===== src/rtl/core/fir16_pkg.sv =====
`default_nettype none
// ----------------------------------------------------------------------------
// fir16_pkg
// Shared types and constants of the 16-bit PCM FIR filter: word layout,
// controller states and the command and status groups that join the
// controller to the datapath.
// ----------------------------------------------------------------------------
package fir16_pkg;

  localparam int SAMPLE_W = 16;
  localparam int COEF_W   = 16;
  localparam int INDEX_W  = 6;
  localparam int TAPCNT_W = 7;
  localparam int PROD_W   = SAMPLE_W + COEF_W;
  localparam int IN_DATA_W  = 40;
  localparam int OUT_DATA_W = 16;

  // Input word layout, lowest bit first.
  localparam int IDX_LSB  = 0;
  localparam int COEF_LSB = IDX_LSB + INDEX_W;
  localparam int SMP_LSB  = COEF_LSB + COEF_W;

  localparam logic CMD_COEF   = 1'b0;
  localparam logic CMD_SAMPLE = 1'b1;

  localparam logic [TAPCNT_W-1:0] TAPCNT_RESET = TAPCNT_W'(1);

  typedef enum logic [1:0] {
    ST_IDLE,
    ST_RUN,
    ST_DRAIN,
    ST_DONE
  } state_t;

  typedef struct packed {
    logic coef_wr;
    logic smp_start;
    logic tap_issue;
    logic out_load;
  } dp_cmd_t;

  typedef struct packed {
    logic no_taps;
    logic last_tap;
    logic pipe_busy;
    logic out_free;
  } dp_sts_t;

endpackage : fir16_pkg
`default_nettype wire


===== src/rtl/core/fir16_ctrl.sv =====
`default_nettype none
// ----------------------------------------------------------------------------
// fir16_ctrl
// Sequencer of the FIR filter: takes input words, starts a sample, issues
// one tap per cycle, waits for the multiply pipeline to drain and hands the
// result to the output register.
// ----------------------------------------------------------------------------
module fir16_ctrl
  import fir16_pkg::*;
(
  input  wire logic    clk,
  input  wire logic    rst,
  input  wire logic    s_axis_tvalid,
  input  wire logic    s_axis_tuser,
  output logic         s_axis_tready,
  input  wire dp_sts_t sts,
  output dp_cmd_t      cmd
);

  state_t state;
  state_t state_next;
  logic   accept;

  assign accept = s_axis_tvalid && (state == ST_IDLE);

  always_ff @(posedge clk) begin
    if (rst) begin
      state <= ST_IDLE;
    end else begin
      state <= state_next;
    end
  end

  always_comb begin
    state_next = state;
    case (state)
      ST_IDLE: begin
        if (accept && (s_axis_tuser == CMD_SAMPLE)) begin
          state_next = sts.no_taps ? ST_DONE : ST_RUN;
        end
      end
      ST_RUN: begin
        if (sts.last_tap) begin
          state_next = ST_DRAIN;
        end
      end
      ST_DRAIN: begin
        if (!sts.pipe_busy) begin
          state_next = ST_DONE;
        end
      end
      ST_DONE: begin
        if (sts.out_free) begin
          state_next = ST_IDLE;
        end
      end
      default: begin
        state_next = ST_IDLE;
      end
    endcase
  end

  always_comb begin
    s_axis_tready = 1'b0;
    cmd           = '0;
    case (state)
      ST_IDLE: begin
        s_axis_tready = 1'b1;
        cmd.coef_wr   = accept && (s_axis_tuser == CMD_COEF);
        cmd.smp_start = accept && (s_axis_tuser == CMD_SAMPLE);
      end
      ST_RUN: begin
        cmd.tap_issue = 1'b1;
      end
      ST_DRAIN: begin
        cmd = '0;
      end
      ST_DONE: begin
        cmd.out_load = sts.out_free;
      end
      default: begin
        cmd = '0;
      end
    endcase
  end

endmodule : fir16_ctrl
`default_nettype wire


===== src/rtl/core/fir16_dp.sv =====
`default_nettype none
// ----------------------------------------------------------------------------
// fir16_dp
// Datapath of the FIR filter: coefficient and history memories, tap
// pointers, one shared multiplier with an accumulator, the truncation
// toward zero and the output register.
// ----------------------------------------------------------------------------
module fir16_dp
  import fir16_pkg::*;
#(
  parameter int MAX_TAPS       = 64,
  parameter int COEF_FRAC_BITS = 15
) (
  input  wire logic                  clk,
  input  wire logic                  rst,
  input  wire logic                  cfg_wen,
  input  wire logic [TAPCNT_W-1:0]   cfg_wdata,
  input  wire logic [IN_DATA_W-1:0]  in_data,
  input  wire dp_cmd_t               cmd,
  output dp_sts_t                    sts,
  output logic                       out_valid,
  input  wire logic                  out_ready,
  output logic [OUT_DATA_W-1:0]      out_data,
  output logic                       out_ovf
);

  localparam int AW    = (MAX_TAPS > 1) ? $clog2(MAX_TAPS) : 1;
  localparam int CW    = $clog2(MAX_TAPS + 1);
  localparam int ACC_W = PROD_W + AW + 1;
  localparam int RES_W = ACC_W - COEF_FRAC_BITS;
  localparam logic [AW-1:0] LAST_ADDR = AW'(MAX_TAPS - 1);
  localparam logic [CW-1:0] FULL_CNT  = CW'(MAX_TAPS);

  logic [TAPCNT_W-1:0]      tap_count;
  logic [CW-1:0]            taps;

  logic signed [COEF_W-1:0]   coef_mem [MAX_TAPS];
  logic signed [SAMPLE_W-1:0] hist_mem [MAX_TAPS];

  logic [INDEX_W-1:0]         in_idx;
  logic signed [COEF_W-1:0]   in_coef;
  logic signed [SAMPLE_W-1:0] in_smp;

  logic [AW-1:0] wptr;
  logic [AW-1:0] wptr_next;
  logic [CW-1:0] fill;
  logic [AW-1:0] rptr;
  logic [CW-1:0] tap_idx;

  logic                       s1_v;
  logic                       s1_ok;
  logic signed [COEF_W-1:0]   coef_q;
  logic signed [SAMPLE_W-1:0] hist_q;
  logic signed [SAMPLE_W-1:0] hist_op;
  logic                       p_v;
  logic signed [PROD_W-1:0]   prod;
  logic signed [ACC_W-1:0]    acc;

  logic signed [ACC_W-1:0]    acc_adj;
  logic signed [RES_W-1:0]    res;
  logic [RES_W-16:0]          res_top;

  assign in_idx  = in_data[IDX_LSB +: INDEX_W];
  assign in_coef = in_data[COEF_LSB +: COEF_W];
  assign in_smp  = in_data[SMP_LSB +: SAMPLE_W];

  // Tap counts above the memory depth saturate.
  assign taps = (32'(tap_count) > MAX_TAPS) ? FULL_CNT : CW'(tap_count);

  always_ff @(posedge clk) begin
    if (rst) begin
      tap_count <= TAPCNT_RESET;
    end else if (cfg_wen) begin
      tap_count <= cfg_wdata;
    end
  end

  always_ff @(posedge clk) begin
    if (cmd.coef_wr && (32'(in_idx) < MAX_TAPS)) begin
      coef_mem[AW'(in_idx)] <= in_coef;
    end
  end

  // The history is a circular buffer; wptr marks the newest sample.
  assign wptr_next = (wptr == LAST_ADDR) ? '0 : wptr + AW'(1);

  always_ff @(posedge clk) begin
    if (cmd.smp_start) begin
      hist_mem[wptr_next] <= in_smp;
    end
  end

  always_ff @(posedge clk) begin
    if (cmd.tap_issue) begin
      coef_q <= coef_mem[tap_idx[AW-1:0]];
      hist_q <= hist_mem[rptr];
    end
  end

  // Entries at or beyond the fill count were never written since reset and
  // read as zero, which stands in for clearing the history.
  always_ff @(posedge clk) begin
    if (rst) begin
      wptr <= '0;
      fill <= '0;
    end else if (cmd.smp_start) begin
      wptr <= wptr_next;
      fill <= (fill < FULL_CNT) ? fill + CW'(1) : fill;
    end
  end

  always_ff @(posedge clk) begin
    if (cmd.smp_start) begin
      rptr    <= wptr_next;
      tap_idx <= '0;
    end else if (cmd.tap_issue) begin
      rptr    <= (rptr == '0) ? LAST_ADDR : rptr - AW'(1);
      tap_idx <= tap_idx + CW'(1);
    end
  end

  always_ff @(posedge clk) begin
    if (cmd.tap_issue) begin
      s1_ok <= tap_idx < fill;
    end
  end

  always_ff @(posedge clk) begin
    if (rst) begin
      s1_v <= 1'b0;
      p_v  <= 1'b0;
    end else begin
      s1_v <= cmd.tap_issue;
      p_v  <= s1_v;
    end
  end

  assign hist_op = s1_ok ? hist_q : '0;

  always_ff @(posedge clk) begin
    prod <= coef_q * hist_op;
  end

  always_ff @(posedge clk) begin
    if (cmd.smp_start) begin
      acc <= '0;
    end else if (p_v) begin
      acc <= acc + ACC_W'(prod);
    end
  end

  // Adding the fraction mask to a negative sum makes the arithmetic shift
  // round toward zero.
  assign acc_adj = acc + (acc[ACC_W-1] ? ACC_W'((1 << COEF_FRAC_BITS) - 1) : '0);
  assign res     = RES_W'(acc_adj >>> COEF_FRAC_BITS);
  assign res_top = res[RES_W-1:15];

  always_ff @(posedge clk) begin
    if (rst) begin
      out_valid <= 1'b0;
    end else if (cmd.out_load) begin
      out_valid <= 1'b1;
    end else if (out_ready) begin
      out_valid <= 1'b0;
    end
  end

  always_ff @(posedge clk) begin
    if (cmd.out_load) begin
      out_data <= res[OUT_DATA_W-1:0];
      out_ovf  <= !((&res_top) || (~|res_top));
    end
  end

  assign sts.no_taps   = (taps == '0);
  assign sts.last_tap  = ((tap_idx + CW'(1)) == taps);
  assign sts.pipe_busy = s1_v || p_v;
  assign sts.out_free  = !out_valid || out_ready;

endmodule : fir16_dp
`default_nettype wire


===== src/rtl/core/fir_filter_16bit_pcm.sv =====
`default_nettype none
// ----------------------------------------------------------------------------
// fir_filter_16bit_pcm
// Direct-form FIR filter over signed 16-bit PCM samples with Q1.15
// coefficients, one shared multiply-accumulate stepping through the taps.
// ----------------------------------------------------------------------------
//  Channel   Direction  Signals                        Contents
//  s_axis    in         tvalid tready tdata tuser      coefficient or sample
//  m_axis    out        tvalid tready tdata tuser      filtered sample, flag
//  cfg       in         cfg_wen cfg_wdata              tap count
//
//  A coefficient word with an index below MAX_TAPS is written as it is taken.
//  A sample word is stored, its taps step in turn through the single
//  multiplier and the two memory read ports, the multiply pipeline drains,
//  then the output register is loaded. Tap counts above MAX_TAPS count as
//  MAX_TAPS, and a tap count of zero goes straight to the output load.
//  The output register lets the next word enter while a result waits; a
//  stall on m_axis holds the block at the end of the following sample.
//  Reset clears the history, the tap count returns to one, and coefficients
//  must be written again before samples flow.
// ----------------------------------------------------------------------------
module fir_filter_16bit_pcm
  import fir16_pkg::*;
#(
  parameter int MAX_TAPS       = 64,
  parameter int COEF_FRAC_BITS = 15
) (
  input  wire logic                  clk,
  input  wire logic                  rst,
  input  wire logic                  cfg_wen,
  input  wire logic [TAPCNT_W-1:0]   cfg_wdata,
  input  wire logic                  s_axis_tvalid,
  output logic                       s_axis_tready,
  // coef_index[5:0], coef_value[21:6], sample_in[37:22], zero[39:38]
  input  wire logic [IN_DATA_W-1:0]  s_axis_tdata,
  // cmd[0]
  input  wire logic                  s_axis_tuser,
  output logic                       m_axis_tvalid,
  input  wire logic                  m_axis_tready,
  // sample_out[15:0]
  output logic [OUT_DATA_W-1:0]      m_axis_tdata,
  // overflow[0]
  output logic                       m_axis_tuser
);

  dp_cmd_t cmd;
  dp_sts_t sts;

  fir16_ctrl u_ctrl (
    .clk           (clk),
    .rst           (rst),
    .s_axis_tvalid (s_axis_tvalid),
    .s_axis_tuser  (s_axis_tuser),
    .s_axis_tready (s_axis_tready),
    .sts           (sts),
    .cmd           (cmd)
  );

  fir16_dp #(
    .MAX_TAPS       (MAX_TAPS),
    .COEF_FRAC_BITS (COEF_FRAC_BITS)
  ) u_dp (
    .clk       (clk),
    .rst       (rst),
    .cfg_wen   (cfg_wen),
    .cfg_wdata (cfg_wdata),
    .in_data   (s_axis_tdata),
    .cmd       (cmd),
    .sts       (sts),
    .out_valid (m_axis_tvalid),
    .out_ready (m_axis_tready),
    .out_data  (m_axis_tdata),
    .out_ovf   (m_axis_tuser)
  );

endmodule : fir_filter_16bit_pcm
`default_nettype wire

===== config.mk =====
export PLATFORM = sky130hd
export DESIGN_NAME = fir_filter_16bit_pcm
export DESIGN_NICKNAME = d
export VERILOG_FILES = /design/src/rtl/core/fir16_pkg.sv /design/src/rtl/core/fir16_ctrl.sv /design/src/rtl/core/fir16_dp.sv /design/src/rtl/core/fir_filter_16bit_pcm.sv
export SDC_FILE = /design/constraint.sdc
export NUM_CORES = 2
export LEC_CHECK = 0
export ABC_AREA = 1
export ABC_CLOCK_PERIOD_IN_PS = 6210
export BUFFER_PORTS_ARGS = -buffer_cell sky130_fd_sc_hd__buf_2
export CAP_MARGIN = 20
export CORE_ASPECT_RATIO = 0.7
export CORE_MARGIN = 1.5
export CORE_UTILIZATION = 45
export DETAILED_ROUTE_END_ITERATION = 16
export PLACE_DENSITY_LB_ADDON = 0.2
export SLEW_MARGIN = 10
export SYNTH_ARGS = -nofsm -noshare
export SYNTH_HDL_FRONTEND = slang
export SYNTH_SLANG_ARGS = --single-unit

===== constraint.sdc =====
create_clock -name clk -period 6.21 [get_ports clk]
set_input_delay 0.621 -clock clk [delete_from_list [all_inputs] [get_ports clk]]
set_output_delay 0.621 -clock clk [all_outputs]
set_load 0.02 [all_outputs]

==> impl_summary.md <==
Setup path
The worst setup path is of the flop to flop kind. Data on the critical path is required at its endpoint by 6910 ps. The kind of end point of the critical path is a flop. STA classifies the critical path startpoint as a flop.

At the worst endpoint, the arrival time is 6720 ps. The largest fanout on the critical path is 6.

Logic synthesis
The cell type with the largest total area after synthesis is sky130_fd_sc_hd__edfxtp_1. The post-synth net total is 8995. The area share of the largest cell type after synthesis is 63.2%.

Yosys instantiated no cell more often than sky130_fd_sc_hd__edfxtp_1. The main flop type after synthesis is sky130_fd_sc_hd__edfxtp_1. The mapped netlist covers 0.100 sq mm. After synthesis the netlist holds a flip-flop and latch count of 2207. In the synthesized netlist, the number of instances is 8530.

The count of unique library cells instantiated by Yosys is 60. Counting instances in the post-synthesis netlist gives the leading cell types as sky130_fd_sc_hd__edfxtp_1, sky130_fd_sc_hd__nor2_1, sky130_fd_sc_hd__o21ai_0. Yosys mapped a number of flops with a built-in enable equal to 2104. In this run the mean area of a mapped cell was 11.7 sq um. The async set-reset flop share out of synthesis is 0%. The sequential area share after synthesis is 65.3%. Yosys printed 0 warnings. In the post-synthesis netlist, the biggest area contributors are sky130_fd_sc_hd__edfxtp_1, sky130_fd_sc_hd__o21ai_0, sky130_fd_sc_hd__nor2_1.

STA
Hold is met by 101 ps. The count of final hold-check violations was 0. The final max-slew violation count was 0.

The post-layout minimum cycle time is 6020 ps. Headroom to the max-slew limit came out at 27.2%. Setup repair after global routing left no endpoint under its margin. Setup violations remaining at the end of the flow were counted as 0. The worst-margin pin slew is 1090 ps. Static timing analysis puts the maximum clock frequency at 0.166 GHz. The final worst clock skew is 105 ps. The total negative slack is 0 ps. The part of the cycle the worst path needs is 97.0%.

The worst path meets setup with 186 ps of slack.

Global route
The number of antenna violations at the first check in global routing is 12. In the global route stage, overall resource usage came out at 25.3%. The via count of the first global-routing pass came to 63700. The largest net degree at the start of global routing is 188. The first global-routing pass estimated 425000 um of wire. After global routing the overflow that remains totals 0.

Floorplanning
The die area is 0.225 sq mm. For this configuration, the core starts out at a cell density of 45.4%. The die is 566 um wide. The floorplan core area is 0.220 sq mm. The number of ports placed on the die boundary is 72.

The initialized floorplan defines 144 standard-cell rows. The floorplan step set the die height to 397 um.

Job
Max-cap violations in this run came to 0.

Detailed routing
The initial detailed-routing violation count is 8695. The final routed wire length divided by cell count is 24.7 um. The highest layer touched by signal routing is met5. The wire length after detailed routing is 289000 um. The met2 layer wire length in the routed design is 123000 um. In this run the remaining antenna-violating nets after routing total 0. After detailed routing, the met3 layer carries 29200 um of wire. The pre-antenna-repair detailed-routing pass consisted of 8 iterations. The detailed router put a total of 132000 um of wire on met1.

The number of vias in the routed layout is 67700. Using the TritonRoute via totals, the vias-per-cell ratio works out to 5.77. For this run, design rule violations remaining after detail routing come to 0.

Placed design
Buffers placed on the I/O ports in this run total 69. The half-perimeter wire length after detailed placement is 174000 um. At the end of routability-driven placement, the weighted congestion stood at 0.922.

The minimum setup slack after placement is 201 ps.

CTS
The maximum clock path buffer count is 4. TritonCTS built the clock tree. Clock tree synthesis found a total of 2207 sinks. The clock-pin slew on the worst setup and hold paths is 60 ps. The number of H-tree branching levels is 4. CTS placed an instance of sky130_fd_sc_hd__clkbuf_16 at the clock tree root. The source-to-sink clock delay at the later pin of the worst-skew pair is 900 ps. Clock tree synthesis inserted a total of 215 buffers.

Finish
The total number of nets in the final design is 9102. The area overhead of the layout relative to synthesis is 11.2%. The post-route netlist has 8.36% of its cells at a drive strength greater than 1. The filler cells instantiated in the layout total 19300.

Min path
The type of the most critical hold path is input port to flop.

Status
The run finished with clean final reports.
-- worst max-delay path: stages (launching register included) --
cell and delay, ps:
sky130_fd_sc_hd__edfxtp_1 570, sky130_fd_sc_hd__clkinv_1 360, sky130_fd_sc_hd__buf_4 260, sky130_fd_sc_hd__nor2_1 160, sky130_fd_sc_hd__fa_1 470, sky130_fd_sc_hd__fa_1 560
sky130_fd_sc_hd__ha_1 150, sky130_fd_sc_hd__inv_1 50, sky130_fd_sc_hd__fa_1 470, sky130_fd_sc_hd__inv_1 60, sky130_fd_sc_hd__fa_1 530, sky130_fd_sc_hd__inv_1 50
sky130_fd_sc_hd__fa_1 480, sky130_fd_sc_hd__inv_1 40, sky130_fd_sc_hd__ha_1 320, sky130_fd_sc_hd__a21o_1 220, sky130_fd_sc_hd__inv_1 60, sky130_fd_sc_hd__o21ai_0 80
sky130_fd_sc_hd__nand2_1 60, sky130_fd_sc_hd__nand3_1 80, sky130_fd_sc_hd__a31oi_1 450, sky130_fd_sc_hd__buf_4 220, sky130_fd_sc_hd__o21bai_1 70, sky130_fd_sc_hd__xor2_1 150
-- sequential cells by signal, indices dropped and copies added (netlist names), 7 cells and up --
name / count
u_dp.coef_mem: 1024
u_dp.hist_mem: 1024
u_dp.tap_count: 7
u_dp.out_data: 16
u_dp.fill: 7
u_dp.tap_idx: 7
u_dp.coef_q: 16
u_dp.acc: 39
u_dp.prod: 32
u_dp.hist_q: 16
-- placed cells by master (no fill, tap or decap), types with 148 or more instances in the layout --
| cell type | instances |
|---|---|
| sky130_fd_sc_hd__a21oi_1 | 159 |
| sky130_fd_sc_hd__buf_4 | 275 |
| sky130_fd_sc_hd__clkbuf_16 | 216 |
| sky130_fd_sc_hd__edfxtp_1 | 2104 |
| sky130_fd_sc_hd__fa_1 | 261 |
| sky130_fd_sc_hd__ha_1 | 148 |
| sky130_fd_sc_hd__inv_1 | 594 |
| sky130_fd_sc_hd__nand2_1 | 802 |
| sky130_fd_sc_hd__nand3_1 | 271 |
| sky130_fd_sc_hd__nor2_1 | 1515 |
| sky130_fd_sc_hd__o21ai_0 | 1156 |
| sky130_fd_sc_hd__o221ai_1 | 171 |
| sky130_fd_sc_hd__o22ai_1 | 343 |
-- kinds of logic after synthesis --
kind of cell | after synthesis | share of synthesized area [%]
AO/OA/AOI/OAI | 2005 | 11.5
XOR/XNOR | 73 | 0.647
adder cells (fa/ha/maj) | 412 | 7.13
buffers and inverters | 1093 | 4.45
flip-flops | 2207 | 65.3
multiplexers | 2 | 0.0200
AND/OR/NAND/NOR | 2738 | 11.0
-- routing by layer --
layer / track usage, % / vias up
li1: - / 30600
met1: 39.6 / 33800
met2: 36.2 / 3042
met3: 5.04 / 344
met4: 5.38 / 2
met5: 0 / -
-- path summary, 6_finish.rpt --
| path | startpoint | to | slack (ps) | cells after the start |
|---|---|---|---|---|
| min reg2reg | u_dp.s1_v$_SDFF_PP0_ | u_dp.p_v$_SDFF_PP0_ | 450 | 2 |
| max reg2reg | u_dp.coef_q[6]$_DFFE_PP_ | u_dp.prod[18]$_DFF_P_ | 190 | 23 |
| max | u_dp.coef_q[6]$_DFFE_PP_ | u_dp.prod[18]$_DFF_P_ | 190 | 23 |
| min | m_axis_tready | u_dp.out_valid$_SDFFE_PP0P_ | 100 | 4 |
-- what timing repair did --
action / in CTS / in global routing
resized for setup: 0 / 14
setup buffers: 0 / 0
endpoints found under the hold margin: 2 / 0
setup endpoints to repair: 0 / 9
hold buffers: 3 / 0
-- final cells by class --
| class | count | area, sq um | area share (%) |
|---|---|---|---|
| clock buffer | 246 | 5520 | 4.96 |
| inverter | 619 | 2380 | 2.14 |
| timing repair buffer | 364 | 2780 | 2.50 |
| tap | 2920 | 3650 | 3.29 |
| antenna | 3 | 7.51 | 0.00675 |
| clock inverter | 145 | 1280 | 1.15 |
| multi-input combinational | 5230 | 30300 | 27.3 |
| sequential | 2207 | 65300 | 58.7 |
-- stage by stage --
step	instances	cell area, sq um	util (%)
2_1_floorplan	8530	100000	-
3_3_place_gp	11300	104000	47.3
3_5_place_dp	11300	104000	47.3
4_1_cts	11700	111000	50.4
5_1_grt	11700	111000	50.5
6_report	11700	111000	50.5
Power is not shown: default switching activity piles up to over one toggle a cycle in this logic, so the estimate is an artifact.
